## src/hw/rtl/fpcrc_pkg.sv

```systemverilog
`timescale 1ns / 1ps

package fpcrc_pkg;

  // defaults
  localparam int DEF_MAX_PAYLOAD = 64;
  localparam logic [7:0] DEF_START_BYTE = 8'h02;
  localparam logic [15:0] DEF_CRC_SEED = 16'hFFFF;
  localparam logic [15:0] CRC_POLY = 16'h1021;

  // configuration port
  localparam int APB_ADDR_W = 3;
  localparam int APB_DATA_W = 32;
  localparam logic REG_START_BYTE = 1'b0;
  localparam logic REG_CRC_SEED = 1'b1;

  typedef struct packed {
    logic [7:0] rx_byte;
    logic [1:0] channel;
  } in_item_t;

  typedef struct packed {
    logic [7:0] payload_byte;
    logic [5:0] byte_index;
    logic [5:0] packet_length;
    logic [1:0] source_channel;
    logic       crc_error;
    logic       last;
  } out_item_t;

  // controller to datapath
  typedef struct packed {
    logic bind_ch;
    logic unbind_ch;
    logic clr_err;
    logic load_len;
    logic store;
    logic chk_lo;
    logic chk_hi;
    logic mem_rd;
    logic out_load;
    logic rd_next;
  } cmd_t;

  // datapath to controller
  typedef struct packed {
    logic is_start;
    logic same_ch;
    logic len_ok;
    logic data_ok;
    logic fill_last;
    logic rd_last;
    logic out_free;
  } sts_t;

  // one byte of crc-16, msb first
  function automatic logic [15:0] crc_step(input logic [15:0] crc, input logic [7:0] b);
    logic [15:0] c;
    c = crc ^ {b, 8'h00};
    for (int i = 0; i < 8; i++) begin
      c = c[15] ? ({c[14:0], 1'b0} ^ CRC_POLY) : {c[14:0], 1'b0};
    end
    return c;
  endfunction

endpackage

```

## src/hw/rtl/framed_packet_receive_crc_check_top.sv

```systemverilog
`timescale 1ns / 1ps
// Framed packet receiver with CRC-16 check.
// Input channel (item_valid/item_ready, item): one received byte per transaction,
// tagged with its channel. A frame is four start bytes, a length byte, the payload
// and the CRC-16 low then high byte, all on one channel.
// Output channel (result_valid/result_ready, result): one payload byte per
// transaction with index, length, channel, CRC error flag and last marker.
// Frame bytes are taken one per cycle while no replay runs. The CRC high byte
// starts the replay of the stored payload: each result takes a payload buffer
// read, then a result register load, and the input is held until the last
// result is loaded. item_ready is low during replay.
// A stalled receiver holds the result register and the replay waits; the last
// result can wait in the register while the next frame is already coming in.
// Registers over the APB port: start byte at 0x0, CRC seed at 0x4; write only
// while idle. Reset (rst, synchronous) returns to waiting for a start byte,
// drops any pending result and restores start byte 0x02 and seed 0xFFFF.
module framed_packet_receive_crc_check_top #(
  parameter int MAX_PAYLOAD = fpcrc_pkg::DEF_MAX_PAYLOAD
) (
  input  logic                               clk,
  input  logic                               rst,
  input  logic                               item_valid,
  output logic                               item_ready,
  input  fpcrc_pkg::in_item_t                item,
  output logic                               result_valid,
  input  logic                               result_ready,
  output fpcrc_pkg::out_item_t               result,
  input  logic                               psel,
  input  logic                               penable,
  input  logic                               pwrite,
  input  logic [fpcrc_pkg::APB_ADDR_W-1:0]   paddr,
  input  logic [fpcrc_pkg::APB_DATA_W-1:0]   pwdata,
  output logic [fpcrc_pkg::APB_DATA_W-1:0]   prdata,
  output logic                               pready
);

  logic [7:0]      start_byte;
  logic [15:0]     crc_seed;
  fpcrc_pkg::cmd_t cmd;
  fpcrc_pkg::sts_t sts;

  // configuration registers
  fpcrc_regs u_regs (
    .clk        (clk),
    .rst        (rst),
    .psel       (psel),
    .penable    (penable),
    .pwrite     (pwrite),
    .paddr      (paddr),
    .pwdata     (pwdata),
    .prdata     (prdata),
    .pready     (pready),
    .start_byte (start_byte),
    .crc_seed   (crc_seed)
  );

  // frame and replay sequencing
  fpcrc_ctrl u_ctrl (
    .clk        (clk),
    .rst        (rst),
    .item_valid (item_valid),
    .item_ready (item_ready),
    .sts        (sts),
    .cmd        (cmd)
  );

  // frame registers, crc, payload buffer, result register
  fpcrc_dp #(
    .MAX_PAYLOAD (MAX_PAYLOAD)
  ) u_dp (
    .clk          (clk),
    .rst          (rst),
    .item         (item),
    .start_byte   (start_byte),
    .crc_seed     (crc_seed),
    .cmd          (cmd),
    .sts          (sts),
    .result       (result),
    .result_valid (result_valid),
    .result_ready (result_ready)
  );

endmodule

```

## src/hw/rtl/fpcrc_regs.sv

```systemverilog
`timescale 1ns / 1ps

module fpcrc_regs (
  input  logic                                  clk,
  input  logic                                  rst,
  input  logic                                  psel,
  input  logic                                  penable,
  input  logic                                  pwrite,
  input  logic [fpcrc_pkg::APB_ADDR_W-1:0]      paddr,
  input  logic [fpcrc_pkg::APB_DATA_W-1:0]      pwdata,
  output logic [fpcrc_pkg::APB_DATA_W-1:0]      prdata,
  output logic                                  pready,
  output logic [7:0]                            start_byte,
  output logic [15:0]                           crc_seed
);

  logic wr_en;
  logic reg_idx;

  assign pready  = 1'b1;
  assign wr_en   = psel && penable && pwrite;
  assign reg_idx = paddr[2];

  // register writes
  always_ff @(posedge clk) begin
    if (rst) begin
      start_byte <= fpcrc_pkg::DEF_START_BYTE;
      crc_seed   <= fpcrc_pkg::DEF_CRC_SEED;
    end else if (wr_en) begin
      case (reg_idx)
        fpcrc_pkg::REG_START_BYTE: start_byte <= pwdata[7:0];
        fpcrc_pkg::REG_CRC_SEED:   crc_seed   <= pwdata[15:0];
        default: ;
      endcase
    end
  end

  // read mux
  always_comb begin
    case (reg_idx)
      fpcrc_pkg::REG_START_BYTE: prdata = {24'h000000, start_byte};
      fpcrc_pkg::REG_CRC_SEED:   prdata = {16'h0000, crc_seed};
      default:                   prdata = '0;
    endcase
  end

endmodule

```

## src/hw/rtl/fpcrc_ctrl.sv

```systemverilog
`timescale 1ns / 1ps

module fpcrc_ctrl (
  input  logic              clk,
  input  logic              rst,
  input  logic              item_valid,
  output logic              item_ready,
  input  fpcrc_pkg::sts_t   sts,
  output fpcrc_pkg::cmd_t   cmd
);

  // frame phases, then the replay steps
  localparam logic [3:0] S_SOF1 = 4'd0;
  localparam logic [3:0] S_SOF2 = 4'd1;
  localparam logic [3:0] S_SOF3 = 4'd2;
  localparam logic [3:0] S_SOF4 = 4'd3;
  localparam logic [3:0] S_LEN  = 4'd4;
  localparam logic [3:0] S_DATA = 4'd5;
  localparam logic [3:0] S_CRCL = 4'd6;
  localparam logic [3:0] S_CRCH = 4'd7;
  localparam logic [3:0] S_RD   = 4'd8;
  localparam logic [3:0] S_LD   = 4'd9;

  logic [3:0] state;
  logic [3:0] state_next;
  logic       accept;

  // bytes are taken only while parsing and out of reset
  assign item_ready = !rst && !state[3];
  assign accept     = item_valid && item_ready;

  always_comb begin
    state_next = state;
    cmd        = '0;
    case (state)
      S_SOF1: begin
        if (accept && sts.is_start) begin
          cmd.bind_ch = 1'b1;
          cmd.clr_err = 1'b1;
          state_next  = S_SOF2;
        end
      end
      S_SOF2, S_SOF3, S_SOF4, S_LEN, S_DATA, S_CRCL, S_CRCH: begin
        if (accept) begin
          if (!sts.same_ch
              || (state == S_LEN && !sts.len_ok)
              || (state == S_DATA && !sts.data_ok)
              || (state != S_LEN && state != S_DATA && state != S_CRCL
                  && state != S_CRCH && !sts.is_start)) begin
            // abort, a start byte opens a new frame
            if (sts.is_start) begin
              cmd.bind_ch = 1'b1;
              state_next  = S_SOF2;
            end else begin
              cmd.unbind_ch = 1'b1;
              state_next    = S_SOF1;
            end
          end else begin
            case (state)
              S_LEN: begin
                cmd.load_len = 1'b1;
                state_next   = S_DATA;
              end
              S_DATA: begin
                cmd.store = 1'b1;
                if (sts.fill_last) begin
                  state_next = S_CRCL;
                end
              end
              S_CRCL: begin
                cmd.chk_lo = 1'b1;
                state_next = S_CRCH;
              end
              S_CRCH: begin
                cmd.chk_hi = 1'b1;
                state_next = S_RD;
              end
              default: state_next = state + 4'd1;
            endcase
          end
        end
      end
      S_RD: begin
        cmd.mem_rd = 1'b1;
        state_next = S_LD;
      end
      S_LD: begin
        if (sts.out_free) begin
          cmd.out_load = 1'b1;
          if (sts.rd_last) begin
            cmd.clr_err = 1'b1;
            state_next  = S_SOF1;
          end else begin
            cmd.rd_next = 1'b1;
            state_next  = S_RD;
          end
        end
      end
      default: state_next = S_SOF1;
    endcase
  end

  always_ff @(posedge clk) begin
    if (rst) begin
      state <= S_SOF1;
    end else begin
      state <= state_next;
    end
  end

endmodule

```

## src/hw/rtl/fpcrc_dp.sv

```systemverilog
`timescale 1ns / 1ps

module fpcrc_dp #(
  parameter int MAX_PAYLOAD = fpcrc_pkg::DEF_MAX_PAYLOAD
) (
  input  logic                   clk,
  input  logic                   rst,
  input  fpcrc_pkg::in_item_t    item,
  input  logic [7:0]             start_byte,
  input  logic [15:0]            crc_seed,
  input  fpcrc_pkg::cmd_t        cmd,
  output fpcrc_pkg::sts_t        sts,
  output fpcrc_pkg::out_item_t   result,
  output logic                   result_valid,
  input  logic                   result_ready
);

  localparam int LEN_W = $clog2(MAX_PAYLOAD);
  localparam logic [8:0] LEN_LIMIT = 9'(MAX_PAYLOAD);

  logic [1:0]       bound_channel;
  logic [LEN_W-1:0] expected_length;
  logic [LEN_W-1:0] fill_index;
  logic [LEN_W-1:0] rd_idx;
  logic [15:0]      running_crc;
  logic             error_flag;
  logic [7:0]       rd_data;
  logic [7:0]       payload_store [MAX_PAYLOAD];
  logic [LEN_W:0]   fill_inc;
  logic [LEN_W:0]   rd_inc;

  assign fill_inc = {1'b0, fill_index} + 1'b1;
  assign rd_inc   = {1'b0, rd_idx} + 1'b1;

  // status toward the controller
  always_comb begin
    sts.is_start  = (item.rx_byte == start_byte);
    sts.same_ch   = (item.channel == bound_channel);
    sts.len_ok    = (item.rx_byte != 8'h00) && ({1'b0, item.rx_byte} < LEN_LIMIT);
    sts.data_ok   = (fill_index < expected_length);
    sts.fill_last = (fill_inc >= {1'b0, expected_length});
    sts.rd_last   = (rd_inc >= {1'b0, expected_length});
    sts.out_free  = !result_valid || result_ready;
  end

  // frame registers
  always_ff @(posedge clk) begin
    if (rst) begin
      bound_channel   <= '0;
      expected_length <= '0;
      fill_index      <= '0;
      rd_idx          <= '0;
      running_crc     <= fpcrc_pkg::DEF_CRC_SEED;
      error_flag      <= 1'b0;
    end else begin
      if (cmd.bind_ch) begin
        bound_channel <= item.channel;
      end else if (cmd.unbind_ch) begin
        bound_channel <= '0;
      end
      if (cmd.clr_err) begin
        error_flag <= 1'b0;
      end else if (cmd.chk_lo && item.rx_byte != running_crc[7:0]) begin
        error_flag <= 1'b1;
      end else if (cmd.chk_hi && item.rx_byte != running_crc[15:8]) begin
        error_flag <= 1'b1;
      end
      if (cmd.load_len) begin
        expected_length <= item.rx_byte[LEN_W-1:0];
        fill_index      <= '0;
        running_crc     <= crc_seed;
      end else if (cmd.store) begin
        running_crc <= fpcrc_pkg::crc_step(running_crc, item.rx_byte);
        fill_index  <= sts.fill_last ? '0 : fill_inc[LEN_W-1:0];
      end
      if (cmd.chk_hi) begin
        rd_idx <= '0;
      end else if (cmd.rd_next) begin
        rd_idx <= rd_inc[LEN_W-1:0];
      end
    end
  end

  // payload buffer
  always_ff @(posedge clk) begin
    if (cmd.store) begin
      payload_store[fill_index] <= item.rx_byte;
    end
    if (cmd.mem_rd) begin
      rd_data <= payload_store[rd_idx];
    end
  end

  // result register
  always_ff @(posedge clk) begin
    if (rst) begin
      result_valid <= 1'b0;
    end else if (cmd.out_load) begin
      result_valid <= 1'b1;
    end else if (result_ready) begin
      result_valid <= 1'b0;
    end
  end

  always_ff @(posedge clk) begin
    if (cmd.out_load) begin
      result.payload_byte   <= rd_data;
      result.byte_index     <= 6'(rd_idx);
      result.packet_length  <= 6'(expected_length);
      result.source_channel <= bound_channel;
      result.crc_error      <= error_flag;
      result.last           <= sts.rd_last;
    end
  end

endmodule

```

## config.mk

```make
export PLATFORM = sky130hd
export DESIGN_NAME = framed_packet_receive_crc_check_top
export DESIGN_NICKNAME = d
export VERILOG_FILES = /design/src/hw/rtl/fpcrc_pkg.sv /design/src/hw/rtl/framed_packet_receive_crc_check_top.sv /design/src/hw/rtl/fpcrc_regs.sv /design/src/hw/rtl/fpcrc_ctrl.sv /design/src/hw/rtl/fpcrc_dp.sv
export SDC_FILE = /design/constraint.sdc
export NUM_CORES = 1
export LEC_CHECK = 0
export BUFFER_PORTS_ARGS = -buffer_cell sky130_fd_sc_hd__buf_2
export CAP_MARGIN = 20
export CORE_MARGIN = 5
export CORE_UTILIZATION = 62
export CTS_BUF_LIST = sky130_fd_sc_hd__clkbuf_2
export DETAILED_ROUTE_END_ITERATION = 7
export PLACE_DENSITY = 0.9
export SLEW_MARGIN = 20
export SYNTH_ARGS = -nofsm -noshare
export SYNTH_HDL_FRONTEND = slang
export SYNTH_SLANG_ARGS = --single-unit
```

## constraint.sdc

```tcl
create_clock -name clk -period 5.65 [get_ports clk]
set_input_delay 1.13 -clock clk [delete_from_list [all_inputs] [get_ports clk]]
set_output_delay 1.13 -clock clk [all_outputs]
set_load 0.1 [all_outputs]
```

# --- After elaboration in Yosys (flattened, before gate mapping) ---
# Memories as Yosys holds them, arrays and structs flattened. A register that Yosys moved wholly into a read port is not among the register bits.
# Cells that the tools add are included.
totals:
  ff_bits: 90
  word_cells: 143
  memories: 1
  out_inout_bits: 59
  in_bits: 52
  ramBits: 512
op_classes:
  magnitude_cmp: 4
  n_reduce_logical: 38
  n_bitwise: 10
  add_sub_neg: 3
  n_mux: 50
  n_eq_ne: 21
mem_list:
  columns: ["name", "depth", "word_bits", "read_ports", "rd_ports_with_merged_regs", "write_ports", "line", "rtl"]
  rows:
  - ["u_dp.payload_store", 64, 8, 1, 1, 1, "fpcrc_dp.sv:28", "logic [7:0] payload_store [MAX_PAYLOAD];"]
ops:
  columns: ["op", "n"]
  rows:
  - ["13-bit 2-to-1 mux", 8]
  - ["32-bit one-hot mux with 2 select lines", 1]
  - ["4-bit 2-to-1 mux", 9]
  - ["16-bit 2-to-1 mux", 2]
  - ["4-bit one-hot mux with 4 select lines", 2]
  - ["3-bit inverter", 8]
  - ["4-bit by 3-bit inequality test with 1-bit output, second input constant", 5]
  - ["1-bit 2-to-1 mux", 19]
  - ["4-bit by 3-bit equality test with 1-bit output, second input constant", 4]
  - ["8-bit inequality test", 2]
  - ["16-bit XOR", 1]
  - ["6-bit by 1-bit adder with 7-bit output, second input constant", 2]
  - ["7-bit by 6-bit >= comparator with 1-bit output", 2]
  - ["1-bit logical AND", 14]
  - ["2-bit 2-to-1 mux", 6]
  - ["4-bit by 2-bit equality test with 1-bit output, second input constant", 2]
  - ["4-bit equality test, second input constant", 2]
  - ["8-bit equality test", 1]
  - ["8-bit by 7-bit less-than comparator with 1-bit output, second input constant", 1]
  - ["2-bit nonzero test", 4]
  - ["8-bit nonzero test", 1]
  - ["1-bit zero test", 7]
  - ["7-bit OR reduction", 1]
  - ["6-bit less-than comparator", 1]
  - ["13 further kinds", 21]

# --- Depth between registers and ports, before layout ---
logic_depth:
  ltp_word: 19
  depth_mapped: 13
  ltp_nobuf: 11

# --- Cells and area by module ---
# A second synthesis with hierarchy kept.
unflattened:
  cells_unflattened: 1457
  hier_area_um2: 25320.5
by_module_without_submodules:
  columns: ["mod", "seq_area_each_um2", "area_per_inst_um2", "n_inst", "cells_per_inst"]
  rows:
  - ["fpcrc_dp", 17096.4, 23398.7, 1, 1235]
  - ["fpcrc_regs", 480.5, 1307.5, 1, 142]
  - ["fpcrc_ctrl", 80.1, 614.3, 1, 80]

# --- Least setup slack after synthesis ---
# No wires, ideal clock.
synth_timing:
  path_kind: "input to output"
  start: "input rst"
  end: "output item_ready"
  t_arrival_ns: 2.572
  n_path_buf: 1
  stages: 2
  setup_slack_ns: 1.948
  required_time_ns: 4.520
  path_cell_list: "clkbuf_1 > nor2_1"
synth_between:
  elab_chain_len: 2
synth_lines:
  columns: ["item", "line", "rtl"]
  rows:
  - ["from (decl)", "framed_packet_receive_crc_check_top.sv:21", "input logic rst,"]
  - ["1-bit zero test", "fpcrc_ctrl.sv:29", "assign item_ready = !rst && !state[3];"]
  - ["1-bit logical AND", "fpcrc_ctrl.sv:29", null]
  - ["to (decl)", "framed_packet_receive_crc_check_top.sv:23", "output logic item_ready,"]
# No other way between the ends.

# --- Final worst setup path ---
layout_timing:
  start: "register u_dp.fill_index[3]"
  end: "memory u_dp.payload_store[52][6] (enable)"
layout_between:
  elab_chain_len: 10
layout_lines:
  columns: ["item", "line", "rtl"]
  rows:
  - ["from (decl)", "fpcrc_dp.sv:23", "logic [LEN_W-1:0] fill_index;"]
  - ["from (signal assigned)", "fpcrc_dp.sv:74", "fill_index <= sts.fill_last ? '0 : fill_inc[LEN_W-1:0];"]
  - ["6-bit less-than comparator", "fpcrc_dp.sv:40", "sts.data_ok = (fill_index < expected_length);"]
  - ["1-bit zero test", "fpcrc_ctrl.sv:47", "|| (state == S_DATA && !sts.data_ok)"]
  - ["1-bit logical AND", "fpcrc_ctrl.sv:47", null]
  - ["1-bit logical OR", "fpcrc_ctrl.sv:47", null]
  - ["1-bit logical OR", "fpcrc_ctrl.sv:48", "|| (state != S_LEN && state != S_DATA && state != S_CRCL"]
  - ["4-bit 2-to-1 mux", "fpcrc_ctrl.sv:45", "if (!sts.same_ch"]
  - ["4-bit 2-to-1 mux", "fpcrc_ctrl.sv:44", "if (accept) begin"]
  - ["4-bit 2-to-1 mux", "fpcrc_ctrl.sv:35", "case (state)"]
  - ["1-bit 2-to-1 mux", "fpcrc_dp.sv:86", "if (cmd.store) begin"]
  - ["1-bit 2-to-1 mux (implied by the code)", "fpcrc_dp.sv:87", "payload_store[fill_index] <= item.rx_byte;"]
  - ["to (decl)", "fpcrc_dp.sv:28", null]
# Several ways; a longest one is shown, not always the timed one.

==> impl_metrics.tcl <==
set metrics [dict create \
    place_ws_ns 1.06 \
    postCtsSetupBuffers 0 \
    fin_cells 2181 \
    first_pass_iters 6 \
    drive_gt1_frac 0.305 \
    drt_iter0_markers 2141 \
    dieHeight_um 210 \
    max-slew-margin-rel 0.289 \
    routed_wl_um 59000 \
    r2r_cells 8 \
    dr_total_vias 14300 \
    ios 111 \
    rows 73 \
    hold_depth 3 \
    nets 1613 \
    floorplan.initialDensity 0.626 \
    core_mm2 0.0396 \
    ys_seq_area_frac 0.712 \
    antenna_found_initial 4 \
    ys_types 56 \
    h-tree-depth 4 \
    finish.utilization 0.683 \
    syn-cell-area_mm2 0.0248 \
    critPathMaxFanout 20 \
    synth_ff_type "edfxtp_1" \
    grt_overflow 0 \
    p_leak_nw 8.85 \
    fmax_mhz 219 \
    port_buffers 75 \
    placed_cell_area_mm2 0.0257 \
    cts.path.max_buffers 3 \
    clk_pin_slew_ns 0.11 \
    cap_violations 0 \
    ys_warn_count 0 \
    fin_worst_skew_ns 0.102 \
    slowest_delay_ns 0.87 \
    cts-buffers-inserted 146 \
    place_hpwl_um 36400 \
    min_period_over_period 0.809 \
    post_synth.cell_area_avg_um2 18.0 \
    netlist_instances 1374 \
    drv_slew 0 \
    r2r_setup_slack_ns 1.08 \
    routed_via_density 6.57 \
    crit_buf_inv 1 \
    routabilityCongestion 0.878 \
    synth-edff-count 544 \
    critical_path.cell_chain "ha_1 > a21o_1 > a221oi_1 > nand4_1 > nand3b_1 > buf_4 > or4b_1 > nor2_1" \
    grt_max_degree 82 \
    cts_resized 0 \
    die_area_mm2 0.0441 \
    yosysMostFrequentCell "edfxtp_1" \
    route.detailed.drc 0 \
    setup_tns_ns 0 \
    r2r-start "u_dp.fill_index[3]" \
    dp_cells 1913 \
    crit_required_ns 6.36 \
    crit_type "flop to flop" \
    grt_pass1_vias 14300 \
    clk_latency_ns 1.12 \
    cts_tree "yes" \
    synth_top_area_share 0.659 \
    tightest_slew_ns 1.06 \
    power_density_mw_per_mm2 299 \
    r2r_end "u_dp.payload_store[52][6]" \
    rsz0062_at_grt "false" \
    die_w_um 210 \
    synth_top_area_cell "edfxtp_1" \
    hold_viol 0 \
    status "completed" \
    arrival_ns 5.28 \
    worstSetupEndpointType "flop" \
    synth-seq-cells 610 \
    wl_per_cell_um 27.1 \
    hold_start "pwdata[8]" \
    track_usage 0.269 \
    area_growth_pct 9.22 \
    min_path_type "input pin to flop" \
    synthTopCellsByCount "544 x edfxtp_1, 160 x mux4_2, 89 x nor2_1, 81 x nand2_1, 66 x dfxtp_1" \
    whs_endpoint "u_regs.crc_seed[8]" \
    stdcell_area_mm2 0.0271 \
    antenna_left 0 \
    critPathLaunchType "flop" \
    ys_top_cells_by_area "edfxtp_1 66%, mux4_2 15%, dfxtp_1 5.3%" \
    hold_ws_ns 0.240 \
    worst_slack_ns 1.08 \
    cp_top_family "simple AND/OR/NAND/NOR gates" \
    cts-root-buf "clkbuf_2" \
    peakVddDrop_mv 0.158 \
    setup_viol 0 \
    synthArstFlopShare 0 \
    nFillCells 2407 \
    critPathSlowestCell "or4b_1" \
    cts.sinks 610 \
    grt_first_pass_wirelength_um 88200 \
    p_total_mw 8.09 \
    min_period_ns 4.57 \
    cts_hold_buf 0 \
]
-- how the worst max path moves through the flow --
stage                             from                   endpoint  cells past startpoint
finish              u_dp.fill_index[3]  u_dp.payload_store[52][6]                      8
global route        u_dp.fill_index[3]  u_dp.payload_store[10][7]                      8
CTS                 u_dp.fill_index[3]  u_dp.payload_store[52][6]                      8
detailed placement             item[2]  u_dp.payload_store[20][7]                      9
global placement               item[2]  u_dp.payload_store[45][5]                      9
floorplan                          rst                 item_ready                      2
-- cell usage in the layout (no fill, tap or decap), types with 11 or more instances in the layout --
| master | instances |
|---|---|
| inv_1 | 16 |
| buf_2 | 75 |
| and2_1 | 11 |
| buf_4 | 18 |
| a22oi_1 | 24 |
| o21ai_0 | 24 |
| clkinv_1 | 42 |
| conb_1 | 17 |
| ha_1 | 24 |
| xnor2_1 | 41 |
| nand3_1 | 38 |
| nor2_1 | 88 |
| clkbuf_2 | 203 |
| a21oi_1 | 29 |
| mux4_2 | 160 |
| nand2_1 | 81 |
| edfxtp_1 | 544 |
| dfxtp_1 | 63 |
-- routing by layer --
metal  routed length [um]  share of wire  global-route usage
met3                 6760           0.11              0.0700
met2                28900           0.49               0.429
met5                    0              0                   0
met4                 2790          0.047               0.122
met1                20500           0.35               0.356
-- flip-flops by register name (all words and copies together), names as in the netlist --
register	count
u_dp.fill_index	6
u_dp.rd_data	8
u_dp.error_flag	1
u_regs.start_byte	8
u_dp.result	24
u_dp.running_crc	16
u_dp.bound_channel	2
u_dp.payload_store	512
u_ctrl.state	4
u_dp.result_valid	1
u_dp.rd_idx	6
u_regs.crc_seed	16
u_dp.expected_length	6
-- kinds of logic after synthesis --
kind of cell / after synthesis / synth area share
AND/OR/NAND/NOR: 280 / 0.0532
flip-flops: 610 / 0.712
AO/OA/AOI/OAI: 119 / 0.0325
adder cells (fa/ha/maj): 24 / 0.0121
multiplexers: 175 / 0.152
buffers and inverters: 113 / 0.0200
other: 2 / 0.000303
XOR/XNOR: 51 / 0.0180
-- worst register-to-register path, delay by kind of cell, from the launching register on --
family,cells,cell delay [ns]
simple gates,4,2.14
flops,1,0.77
compound gates,2,0.66
fa+ha+maj,1,0.37
buf+inv,1,0.22
-- report_power, final --
group	internal, mW	total (mW)	switching [mW]	leakage (nW)
clock network	1.17	2.91	1.74	1.02
registers	4.90	4.90	0.00485	5.45
logic	0.0459	0.277	0.232	2.38
total	6.12	8.09	1.98	8.85
-- cell type report --
cell class | instances | area [um^2] | area share
clock buffer | 203 | 1020 | 0.0375
sequential | 610 | 17700 | 0.652
clock inverter | 62 | 373 | 0.0138
antenna | 2 | 5.00 | 0.000185
tap | 525 | 657 | 0.0243
timing repair buffer | 97 | 598 | 0.0221
multi-input combinational | 666 | 6710 | 0.248
inverter | 16 | 60.1 | 0.00222
(Power assumes the default switching activity.)
